<file path="config.mk">
export PLATFORM = sky130hd
export DESIGN_NAME = refill_valve_controller
export DESIGN_NICKNAME = d
export VERILOG_FILES = /design/src/sv/rvc_pkg.sv /design/src/sv/refill_valve_controller.sv /design/src/sv/rvc_next.sv
export VERILOG_INCLUDE_DIRS = /design/src /design/src/sv
export SDC_FILE = /design/constraint.sdc
export NUM_CORES = 1
export LEC_CHECK = 0
export BUFFER_PORTS_ARGS = -buffer_cell sky130_fd_sc_hd__buf_4
export CAP_MARGIN = 5
export CORE_MARGIN = 2
export CORE_UTILIZATION = 65
export CTS_BUF_LIST = sky130_fd_sc_hd__clkbuf_16
export DETAILED_ROUTE_END_ITERATION = 16
export PLACE_DENSITY = 0.85
export SYNTH_ARGS = -nofsm -noshare
export SYNTH_HDL_FRONTEND = slang
export SYNTH_SLANG_ARGS = --single-unit
</file>
<file path="constraint.sdc">
create_clock -name clk -period 10.3 [get_ports clk]
set_input_delay 2.06 -clock clk [delete_from_list [all_inputs] [get_ports clk]]
set_output_delay 2.06 -clock clk [all_outputs]
set_load 0.01 [all_outputs]
</file>
<file path="src/sv/refill_valve_controller_assert.svh">
// Assertion macros for the refill valve controller.
// Expects signals named clk and arst_n in the scope where the macros are used.
`ifndef REFILL_VALVE_CONTROLLER_ASSERT_SVH
`define REFILL_VALVE_CONTROLLER_ASSERT_SVH

// Same-cycle implication, disabled while reset is asserted.
`define RVC_ASSERT_IMP(lbl, ante, cons, msg) \
	lbl: assert property (@(posedge clk) disable iff (!arst_n) (ante) |-> (cons)) \
		else $error(msg);

// Next-cycle implication, disabled while reset is asserted.
`define RVC_ASSERT_NXT(lbl, ante, cons, msg) \
	lbl: assert property (@(posedge clk) disable iff (!arst_n) (ante) |=> (cons)) \
		else $error(msg);

`endif

</file>
<file path="src/sv/rvc_pkg.sv">
// Shared types and constants of the refill valve controller.
// No dependencies; used by rvc_next and refill_valve_controller.
`timescale 1ns / 1ps

package rvc_pkg;

	localparam int TimeW = 32;
	localparam int CfgW  = 24;
	localparam int IdxW  = 2;

	typedef enum logic [2:0] {
		MODE_UNKNOWN  = 3'd0,
		MODE_STARTING = 3'd1,
		MODE_IDLE     = 3'd2,
		MODE_ACTIVE   = 3'd3,
		MODE_ERROR    = 3'd4
	} mode_t;

	typedef enum logic {
		OP_SCAN   = 1'b0,
		OP_REINIT = 1'b1
	} opcode_t;

	localparam logic [IdxW-1:0] CFG_START_DELAY    = 2'd0;
	localparam logic [IdxW-1:0] CFG_LOW_HOLD_TIME  = 2'd1;
	localparam logic [IdxW-1:0] CFG_OK_HOLD_TIME   = 2'd2;
	localparam logic [IdxW-1:0] CFG_REFILL_TIMEOUT = 2'd3;

	localparam logic [CfgW-1:0] START_DELAY_RST    = 24'd0;
	localparam logic [CfgW-1:0] LOW_HOLD_TIME_RST  = 24'd500;
	localparam logic [CfgW-1:0] OK_HOLD_TIME_RST   = 24'd500;
	localparam logic [CfgW-1:0] REFILL_TIMEOUT_RST = 24'd60000;

	typedef struct packed {
		logic [CfgW-1:0] start_delay;
		logic [CfgW-1:0] low_hold_time;
		logic [CfgW-1:0] ok_hold_time;
		logic [CfgW-1:0] refill_timeout;
	} cfg_t;

	typedef struct packed {
		mode_t            mode;
		logic [TimeW-1:0] entered_at;
		logic [TimeW-1:0] stable_since;
	} state_t;

endpackage

</file>
<file path="src/sv/refill_valve_controller.sv">
// Refill valve controller: one scan or reinit item per clock unless the result stalls, one result item back for each.
// An item is accepted on s_tvalid && s_tready; the next state is computed in a single
// combinational pass (rvc_next) and lands in the state registers and the result register
// at that edge, so its result is offered on m_tvalid in the following cycle. One item is taken
// every clock; s_tready falls only while the result register holds an item that m_tready
// is not taking. Configuration writes on cfg_we take effect on the next item.
// Depends on rvc_pkg, rvc_next and refill_valve_controller_assert.svh.
`timescale 1ns / 1ps
`include "refill_valve_controller_assert.svh"

module refill_valve_controller (
	input  logic                      clk,
	input  logic                      arst_n,
	input  logic                      s_tvalid,
	output logic                      s_tready,
	input  logic [39:0]               s_tdata,  // [31:0] now_ms, [32] level_ok, [33] fault_in
	input  logic                      s_tuser,  // [0] opcode
	output logic                      m_tvalid,
	input  logic                      m_tready,
	output logic [7:0]                m_tdata,  // [2:0] refill_mode, [3] mode_changed
	input  logic                      cfg_we,
	input  logic [rvc_pkg::IdxW-1:0]  cfg_index,
	input  logic [rvc_pkg::CfgW-1:0]  cfg_data
);

	rvc_pkg::cfg_t    cfg_q;
	rvc_pkg::state_t  state_q;
	rvc_pkg::state_t  state_nxt;
	rvc_pkg::mode_t   out_mode_q;
	rvc_pkg::opcode_t in_opcode;
	logic             out_changed_q;
	logic             out_valid_q;
	logic             changed;
	logic             accept;

	assign s_tready  = !out_valid_q || m_tready;
	assign accept    = s_tvalid && s_tready;
	assign in_opcode = rvc_pkg::opcode_t'(s_tuser);

	always_ff @(posedge clk or negedge arst_n) begin
		if (!arst_n) begin
			cfg_q.start_delay    <= rvc_pkg::START_DELAY_RST;
			cfg_q.low_hold_time  <= rvc_pkg::LOW_HOLD_TIME_RST;
			cfg_q.ok_hold_time   <= rvc_pkg::OK_HOLD_TIME_RST;
			cfg_q.refill_timeout <= rvc_pkg::REFILL_TIMEOUT_RST;
		end else if (cfg_we) begin
			case (cfg_index)
				rvc_pkg::CFG_START_DELAY:    cfg_q.start_delay    <= cfg_data;
				rvc_pkg::CFG_LOW_HOLD_TIME:  cfg_q.low_hold_time  <= cfg_data;
				rvc_pkg::CFG_OK_HOLD_TIME:   cfg_q.ok_hold_time   <= cfg_data;
				rvc_pkg::CFG_REFILL_TIMEOUT: cfg_q.refill_timeout <= cfg_data;
				default: ;
			endcase
		end
	end

	rvc_next u_next (
		.cfg      (cfg_q),
		.cur      (state_q),
		.opcode   (in_opcode),
		.now_ms   (s_tdata[31:0]),
		.level_ok (s_tdata[32]),
		.fault_in (s_tdata[33]),
		.nxt      (state_nxt),
		.changed  (changed)
	);

	always_ff @(posedge clk or negedge arst_n) begin
		if (!arst_n) begin
			state_q.mode         <= rvc_pkg::MODE_UNKNOWN;
			state_q.entered_at   <= '0;
			state_q.stable_since <= '0;
		end else if (accept) begin
			state_q <= state_nxt;
		end
	end

	always_ff @(posedge clk or negedge arst_n) begin
		if (!arst_n) begin
			out_valid_q <= 1'b0;
		end else if (accept) begin
			out_valid_q <= 1'b1;
		end else if (m_tready) begin
			out_valid_q <= 1'b0;
		end
	end

	always_ff @(posedge clk) begin
		if (accept) begin
			out_mode_q    <= state_nxt.mode;
			out_changed_q <= changed;
		end
	end

	assign m_tvalid = out_valid_q;
	assign m_tdata  = {4'd0, out_changed_q, out_mode_q};

	`RVC_ASSERT_NXT(a_result_matches_state, accept,
		out_mode_q == state_q.mode, "result mode differs from stored mode")
	`RVC_ASSERT_NXT(a_changed_flag, accept,
		out_changed_q == (state_q.mode != $past(state_q.mode)), "mode_changed flag is wrong")
	`RVC_ASSERT_NXT(a_error_latches,
		state_q.mode == rvc_pkg::MODE_ERROR && !(accept && in_opcode == rvc_pkg::OP_REINIT),
		state_q.mode == rvc_pkg::MODE_ERROR, "error mode left without reinit")
	`RVC_ASSERT_IMP(a_stable_cleared_on_entry,
		state_q.mode != $past(state_q.mode) &&
		(state_q.mode == rvc_pkg::MODE_IDLE || state_q.mode == rvc_pkg::MODE_ACTIVE),
		state_q.stable_since == '0, "stable mark not cleared on entry")

endmodule

</file>
<file path="src/sv/rvc_next.sv">
// Next-state logic of the refill valve controller for one item.
// Depends on rvc_pkg for the mode, state and configuration types.
`timescale 1ns / 1ps

module rvc_next (
	input  rvc_pkg::cfg_t              cfg,
	input  rvc_pkg::state_t            cur,
	input  rvc_pkg::opcode_t           opcode,
	input  logic [rvc_pkg::TimeW-1:0]  now_ms,
	input  logic                       level_ok,
	input  logic                       fault_in,
	output rvc_pkg::state_t            nxt,
	output logic                       changed
);

	logic [rvc_pkg::TimeW-1:0] since_entry;
	logic [rvc_pkg::TimeW-1:0] stable_mark;
	logic [rvc_pkg::TimeW-1:0] since_stable;
	logic                      delay_done;
	logic                      timed_out;
	logic                      low_held;
	logic                      ok_held;
	rvc_pkg::mode_t            settle_mode;

	// An unset mark (zero) is replaced by the current time, as the hold starts now.
	assign stable_mark  = (cur.stable_since == '0) ? now_ms : cur.stable_since;
	assign since_entry  = now_ms - cur.entered_at;
	assign since_stable = now_ms - stable_mark;
	assign delay_done   = since_entry > {8'd0, cfg.start_delay};
	assign timed_out    = since_entry > {8'd0, cfg.refill_timeout};
	assign low_held     = since_stable > {8'd0, cfg.low_hold_time};
	assign ok_held      = since_stable > {8'd0, cfg.ok_hold_time};
	assign settle_mode  = level_ok ? rvc_pkg::MODE_IDLE : rvc_pkg::MODE_ACTIVE;

	always_comb begin
		nxt = cur;
		if (opcode == rvc_pkg::OP_REINIT) begin
			nxt.mode       = rvc_pkg::MODE_UNKNOWN;
			nxt.entered_at = now_ms;
		end else begin
			case (cur.mode)
				rvc_pkg::MODE_UNKNOWN: begin
					nxt.entered_at = now_ms;
					if (cfg.start_delay == '0) begin
						nxt.mode         = settle_mode;
						nxt.stable_since = '0;
					end else begin
						nxt.mode = rvc_pkg::MODE_STARTING;
					end
				end
				rvc_pkg::MODE_STARTING: begin
					if (delay_done) begin
						nxt.mode         = settle_mode;
						nxt.entered_at   = now_ms;
						nxt.stable_since = '0;
					end
				end
				rvc_pkg::MODE_IDLE: begin
					if (fault_in) begin
						nxt.mode       = rvc_pkg::MODE_ERROR;
						nxt.entered_at = now_ms;
					end else if (level_ok) begin
						nxt.stable_since = '0;
					end else if (low_held) begin
						nxt.mode         = rvc_pkg::MODE_ACTIVE;
						nxt.entered_at   = now_ms;
						nxt.stable_since = '0;
					end else begin
						nxt.stable_since = stable_mark;
					end
				end
				rvc_pkg::MODE_ACTIVE: begin
					if (fault_in || timed_out) begin
						nxt.mode       = rvc_pkg::MODE_ERROR;
						nxt.entered_at = now_ms;
					end else if (!level_ok) begin
						nxt.stable_since = '0;
					end else if (ok_held) begin
						nxt.mode         = rvc_pkg::MODE_IDLE;
						nxt.entered_at   = now_ms;
						nxt.stable_since = '0;
					end else begin
						nxt.stable_since = stable_mark;
					end
				end
				default: begin
					// Error latches until a reinit item arrives.
				end
			endcase
		end
	end

	assign changed = nxt.mode != cur.mode;

endmodule
</file>
### Word level (Yosys, flattened, before mapping)

Index checks and enable logic that the tools add are counted.

* add/subtract/negate cells: 2
* $mul: 0
* div/mod/pow operators: 0
* $lt $le $gt $ge: 4
* equal/unequal tests: 16
* shifts and indexed selects: 0
* mux-type cells: 21
* bitwise operators: 1
* reductions and logical operators: 17

Operators by type and width (number)
* $pmux W67 S4: 1
* $mux W32: 8
* $mux W35: 7
* $gt A32 B24 Y1: 4
* $mux W67: 1
* $sub A32 B32 Y32: 2
* $logic_not A32 Y1: 1
* $logic_not A24 Y1: 1
* $reduce_and A7 Y1: 2
* $ne A4 B3 Y1 const B: 2
* $reduce_and A2 Y1: 4
* $eq A3 B2 Y1 const B: 2
* $reduce_bool A5 Y1: 1
* $eq A2 B2 Y1 const B: 2
* $ne A2 B1 Y1 const B: 2
* $ne A2 B2 Y1 const B: 2
* $ne A4 B2 Y1 const B: 1
* $ne A4 B4 Y1 const B: 1
* $reduce_bool A4 Y1: 1
* $eq A3 B1 Y1 const B: 1
* $logic_not A3 Y1: 1
* $mux W1: 3
* $mux W3: 1
* $ne A3 B2 Y1 const B: 1
* other kinds (8): 9

* flip-flop bits (word level): 168
* latch bits: 0
* bits in writable memories: 0
* memory bits (read-only): 0
* input port bits: 72
* output and inout bits: 10
* memories: 0

### Longest topological paths before layout

* depth after elaboration: 10
* depth in mapped cells: 28
* gate-level depth less buffers: 27

### Hierarchy

A second synthesis with hierarchy kept.

* cells, all modules: 1508
* area, all modules: 14253.7 µm²

Modules (own cells, without submodules)
* rvc_next: instances 1, cells each 1148, area each 7941.4 µm², sequential area each 0.0 µm²
* refill_valve_controller: instances 1, cells each 360, area each 6312.3 µm², sequential area each 4247.8 µm²

### Least setup slack after synthesis

OpenSTA, ideal clock, no wires.

* path type: in2reg
* start point: in s_tdata[3]
* end point: reg state_q[22] (netlist name)
* setup time: 0.135 ns
* arrival time: 6.783 ns
* data required time: 10.165 ns
* setup slack: 3.382 ns
* stages on the path: 26
* path buffers: 1
* cell sequence: ha_1 > and2_1 > a221oi_2 > a2111oi_0 > or3_1 > a211o_1 > a21oi_1 > o21bai_1 > a21oi_1 > o21ai_0 > a21o_1 > a21oi_1 > xnor2_1 > ha_1 > a21o_1 > a21oi_1 > o21ai_0 > a2111o_1 > o211ai_1 > nand2_1 > o41ai_1 > nand2_1 > nand3b_1 > or2_2 > clkbuf_1 > o21ai_0

* word-level cells in the longest chain between the ends: 7
* elaborated cells between the ends (all ways): 18
* those cells by class: add/sub: 2; order compare: 4; eq/ne: 2; mux: 8; reduce/logical: 2

Ends and longest elaborated chain
* start, declared: RTL line refill_valve_controller.sv:16 `input logic [39:0] s_tdata,`
* $mux W32: RTL line rvc_next.sv:26 `assign stable_mark = (cur.stable_since == '0) ? now_ms : cur.stable_since;`
* $sub A32 B32 Y32: RTL line rvc_next.sv:28 `assign since_stable = now_ms - stable_mark;`
* $gt A32 B24 Y1, on equally long branches: RTL line rvc_next.sv:32, rvc_next.sv:31
* $mux W32, on equally long branches: RTL line rvc_next.sv:78, rvc_next.sv:64
* $mux W32, on equally long branches: RTL line rvc_next.sv:76, rvc_next.sv:62
* $mux W32, on equally long branches: RTL line rvc_next.sv:73, rvc_next.sv:59
* $pmux W67 S4: RTL line rvc_next.sv:41 `case (cur.mode)`
* end signal, assigned: RTL line refill_valve_controller.sv:74 `state_q <= state_nxt;`
* end, declared: RTL line refill_valve_controller.sv:27 `rvc_pkg::state_t state_q;`

Parallel ways exist; a longest one is shown, timed or not. The select of a mux whose other input is x is not followed.
A chain may end at the register's enable or synchronous reset.

### Worst setup path after layout

* start point: reg state_q[9] (netlist name)
* end point: reg state_q[37] (netlist name)

* word-level cells in the longest chain between the ends: 6
* elaborated cells between the ends (all ways): 8
* those cells by class: add/sub: 1; order compare: 2; eq/ne: 2; mux: 1; reduce/logical: 2

Ends and longest elaborated chain (RTL line)
* $logic_not A32 Y1: rvc_next.sv:26
* $mux W32 *: rvc_next.sv:26
* $sub A32 B32 Y32 *: rvc_next.sv:28
* $gt A32 B24 Y1, on equally long branches: rvc_next.sv:32, rvc_next.sv:31
* $ne A4 B2 Y1 (no source line) or $ne A4 B3 Y1 (tied branches)
* $reduce_and A7 Y1 (no source line) *

Mark *: on every way between the ends. The rest lies on a longest branch, timed or not.

==> reports/qor.csv <==
stage,metric,value,unit
synthesis,yosysUniqueCellTypes,72,
cts,cts_sinks,168,
synthesis,yosys_warnings,0,
floorplan,die_y,145,um
drt,wl_per_cell,19.8,um
cts,clk_latency,0.45,ns
synthesis,synth_top_cell_area_share,0.282,
synthesis,netlist_area,0.0129,mm2
synthesis,synth_top_family_by_area,compound AO/OA/AOI/OAI gates,
cts,cts_max_level,4,
global_route,busiest_layer,met2,
synthesis,synth_xor_area_frac,0.0361,
final_layout,area.growth.synth_to_final,10.0,%
synthesis,synthTopCellsByCount,"158 x ha_1, 145 x dfrtp_1, 138 x inv_1, 116 x a21oi_1, 116 x nand2_1",
flow_run,maxCapViolations,0,
critical_path,critical-path-top-delay-family,compound AO/OA/AOI/OAI gates,
synthesis,synth_most_common_cell,ha_1,
critical_path,cp_max_fo,20,
drt,vias,10862,
timing,finalCritPeriodShare,0.814,
critical_path,crit_top_cell,o21ai_0,
synthesis,syn_inst,1397,
critical_path,crit_type,flop to flop,
floorplan,die_area,0.0209,mm2
critical_path,path_cells,nor4_1 > nand4_1 > nor2_2 > buf_4 > a21oi_1 > ha_1 > nand2_1 > a211oi_1 > nor2_1 > o21ai_0 > xor2_1 > ha_1 > and3_1 > a221oi_1 > o21ai_0 > nor2_1 > o21ai_0 > o211ai_1 > a21oi_1 > or3b_1 > a32o_2 > buf_4 > mux2_1,
power_and_ir_drop,p_per_area,243,mW/mm2
cts,clk_pin_slew_worst_paths,0.07,ns
synthesis,synthSimpleGateAreaFrac,0.127,
floorplan,rows,51,
synthesis,postSynthAreaPerCell,9.20,um2
drt,ant_nets,0,
final_layout,n_antenna_cell,0,
cts,post-cts-setup-buffers,0,
critical_path,required,10.62,ns
timing,skew,0.0137,ns
drt,drt_iter0_drc,926,
timing,rsz0062_at_grt,false,
global_route,track_usage,0.335,
synthesis,muxShareOfSynthArea,0.104,
timing,fin_crit,8.39,ns
global_route,antenna_found_initial,0,
timing,max_slew_margin,0.148,
placement,globalplace.congestion,0.981,
synthesis,yosys_register_bits,168,
floorplan,ios,82,
global_route,grt_first_pass_wirelength,54.1,mm
floorplan,coreArea,0.0195,mm2
synthesis,synthAdderAreaFrac,0.157,
synthesis,yosys-top-cells-area,"dfrtp_1 28%, ha_1 15%, mux2_2 6.6%",
outcome,outcome,"complete, no violations",
timing,hold_violations,0,
global_route,gr-usage-met2,0.536,
critical_path,path_buf_inv,2,
cts,cts_root_buf,clkbuf_16,
synthesis,synth_flop_cell,dfrtp_1,
global_route,grt_pass1_vias,10333,
global_route,grt_max_degree,92,
critical_path,crit_arrival,8.71,ns
synthesis,synth_compound_area_frac,0.186,
global_route,grtUsageMet3,0.0589,
synthesis,async_flop_share,0.976,
final_layout,nets,1678,
global_route,grtUsageMet1,0.458,
min_path,hold_path.class,flop to flop,
timing,tns,0,ns
floorplan,initial_core_util,0.660,
critical_path,crit_slowest_cell,nor4_1,
synthesis,yosysSeqAreaShare,0.330,
placement,dp_hpwl,26.1,mm
global_route,grt_overflow,0,
synthesis,synth_area_leader_cell,dfrtp_1,
power_and_ir_drop,ir_drop,0.139,mV
cts,cts.path.max_buffers,2,
power_and_ir_drop,leakage,0.00686,uW
cts,cts_hold_buf,0,
placement,post_dp_cell_area,0.0136,mm2
critical_path,crit_path_start_kind,flop,
critical_path,cp_slowest_stage_delay,0.66,ns
cts,cts_resized,0,
placement,io_buffers,71,
floorplan,die_w,145,um
synthesis,synth-edff-count,4,
drt,totalWireLength,34.2,mm
cts,cts_made_buffers,17,
critical_path,cp-end-kind,flop,
timing,tightest_slew,1.28,ns
drt,viasPerCell,6.30,
timing,setup_viol,0,
drt,drc,0,
timing,final-max-slew-violation-count,0,
cts,cts_tree,done,
final_layout,fin_area,0.0141,mm2
drt,first_pass_iters,8,
final_layout,drive_gt1_frac,0.168,
timing,clock.fmax,119,MHz
-- sequential cells by signal (all words and copies together), names as in the netlist --
name and cells:
out_changed_q 1, out_mode_q 3, state_q 67, m_tvalid 1, cfg_q 96
-- where the power goes --
part	switching, uW	leakage (uW)	internal, uW
logic	1120	0.00454	797
registers	70.2	0.00203	783
clock network	300	0.000295	362
-- metrics by stage --
stage,hold slack (ns),instances,power [uW],util,setup slack (ns)
after floorplan,0.458,1400,2200,-,3.38
after global placement,0.470,1692,2630,0.697,1.97
after detailed placement,0.493,1692,2710,0.697,1.92
after CTS,0.509,1724,3400,0.727,2.13
after global routing,0.522,1724,3670,0.727,1.60
final,0.507,1724,3430,0.727,1.91
-- layout make-up --
cell class / instances / area (um2)
Sequential cell: 168 / 4250
Timing Repair Buffer: 78 / 589
Fill cell: 1447 / 5320
Clock inverter: 15 / 160
Clock buffer: 17 / 425
Tap cell: 265 / 332
Multi-Input combinational cell: 1043 / 7870
Inverter: 138 / 518
-- layout by cell type (no fill, tap or decap), types with 10 or more instances in the layout --
cell       count
nor3_1        11
xnor2_1       29
dfstp_2       19
a21o_1        50
inv_1        139
nand3_1       24
nor4_1        15
a31oi_1       10
xor2_1        24
mux2_2        75
o21ai_1       27
mux2_4        29
nor2b_1       17
nand4_1       38
o211ai_1      15
nand2_1      116
ha_1         158
and3_1        13
dfrtp_1      145
a211oi_1      10
o21ai_0       78
nand2b_1      14
buf_4         77
a21oi_1      116
nor2_1        59
clkbuf_16     17
o21a_1        11
-- layer usage --
layer  routed length (um)  vias to the layer above
met1                15000                     5225
li1                     -                     5126
met4                 1250                        0
met3                 2380                       73
met5                    0                        -
met2                15500                      438
-- path summary, 6_finish.rpt --
kind                                             start                      end  slack [ns]  cells after the start
worst min-delay path             cfg_q[27]$_DFFE_PN0P_    cfg_q[27]$_DFFE_PN0P_        0.51                      1
min in group asynchronous                       arst_n    cfg_q[25]$_DFFE_PN0P_        1.69                      1
max in group asynchronous                       arst_n  state_q[51]$_DFFE_PN0P_        7.10                      2
worst max register to register  state_q[9]$_DFFE_PN0P_  state_q[37]$_DFFE_PN0P_        1.91                     23
worst min register to register   cfg_q[27]$_DFFE_PN0P_    cfg_q[27]$_DFFE_PN0P_        0.51                      1
worst max-delay path            state_q[9]$_DFFE_PN0P_  state_q[37]$_DFFE_PN0P_        1.91                     23
-- logic make-up after synthesis --
logic type	Yosys count
AOI/OAI and AO/OA	382
muxes	110
xor gates and xnor gates	53
and+or+nand+nor	334
other	1
DFF	168
buffers and inverters	189
adders and majority gates	160
No activity file was read; power rests on OpenSTA's default activity.
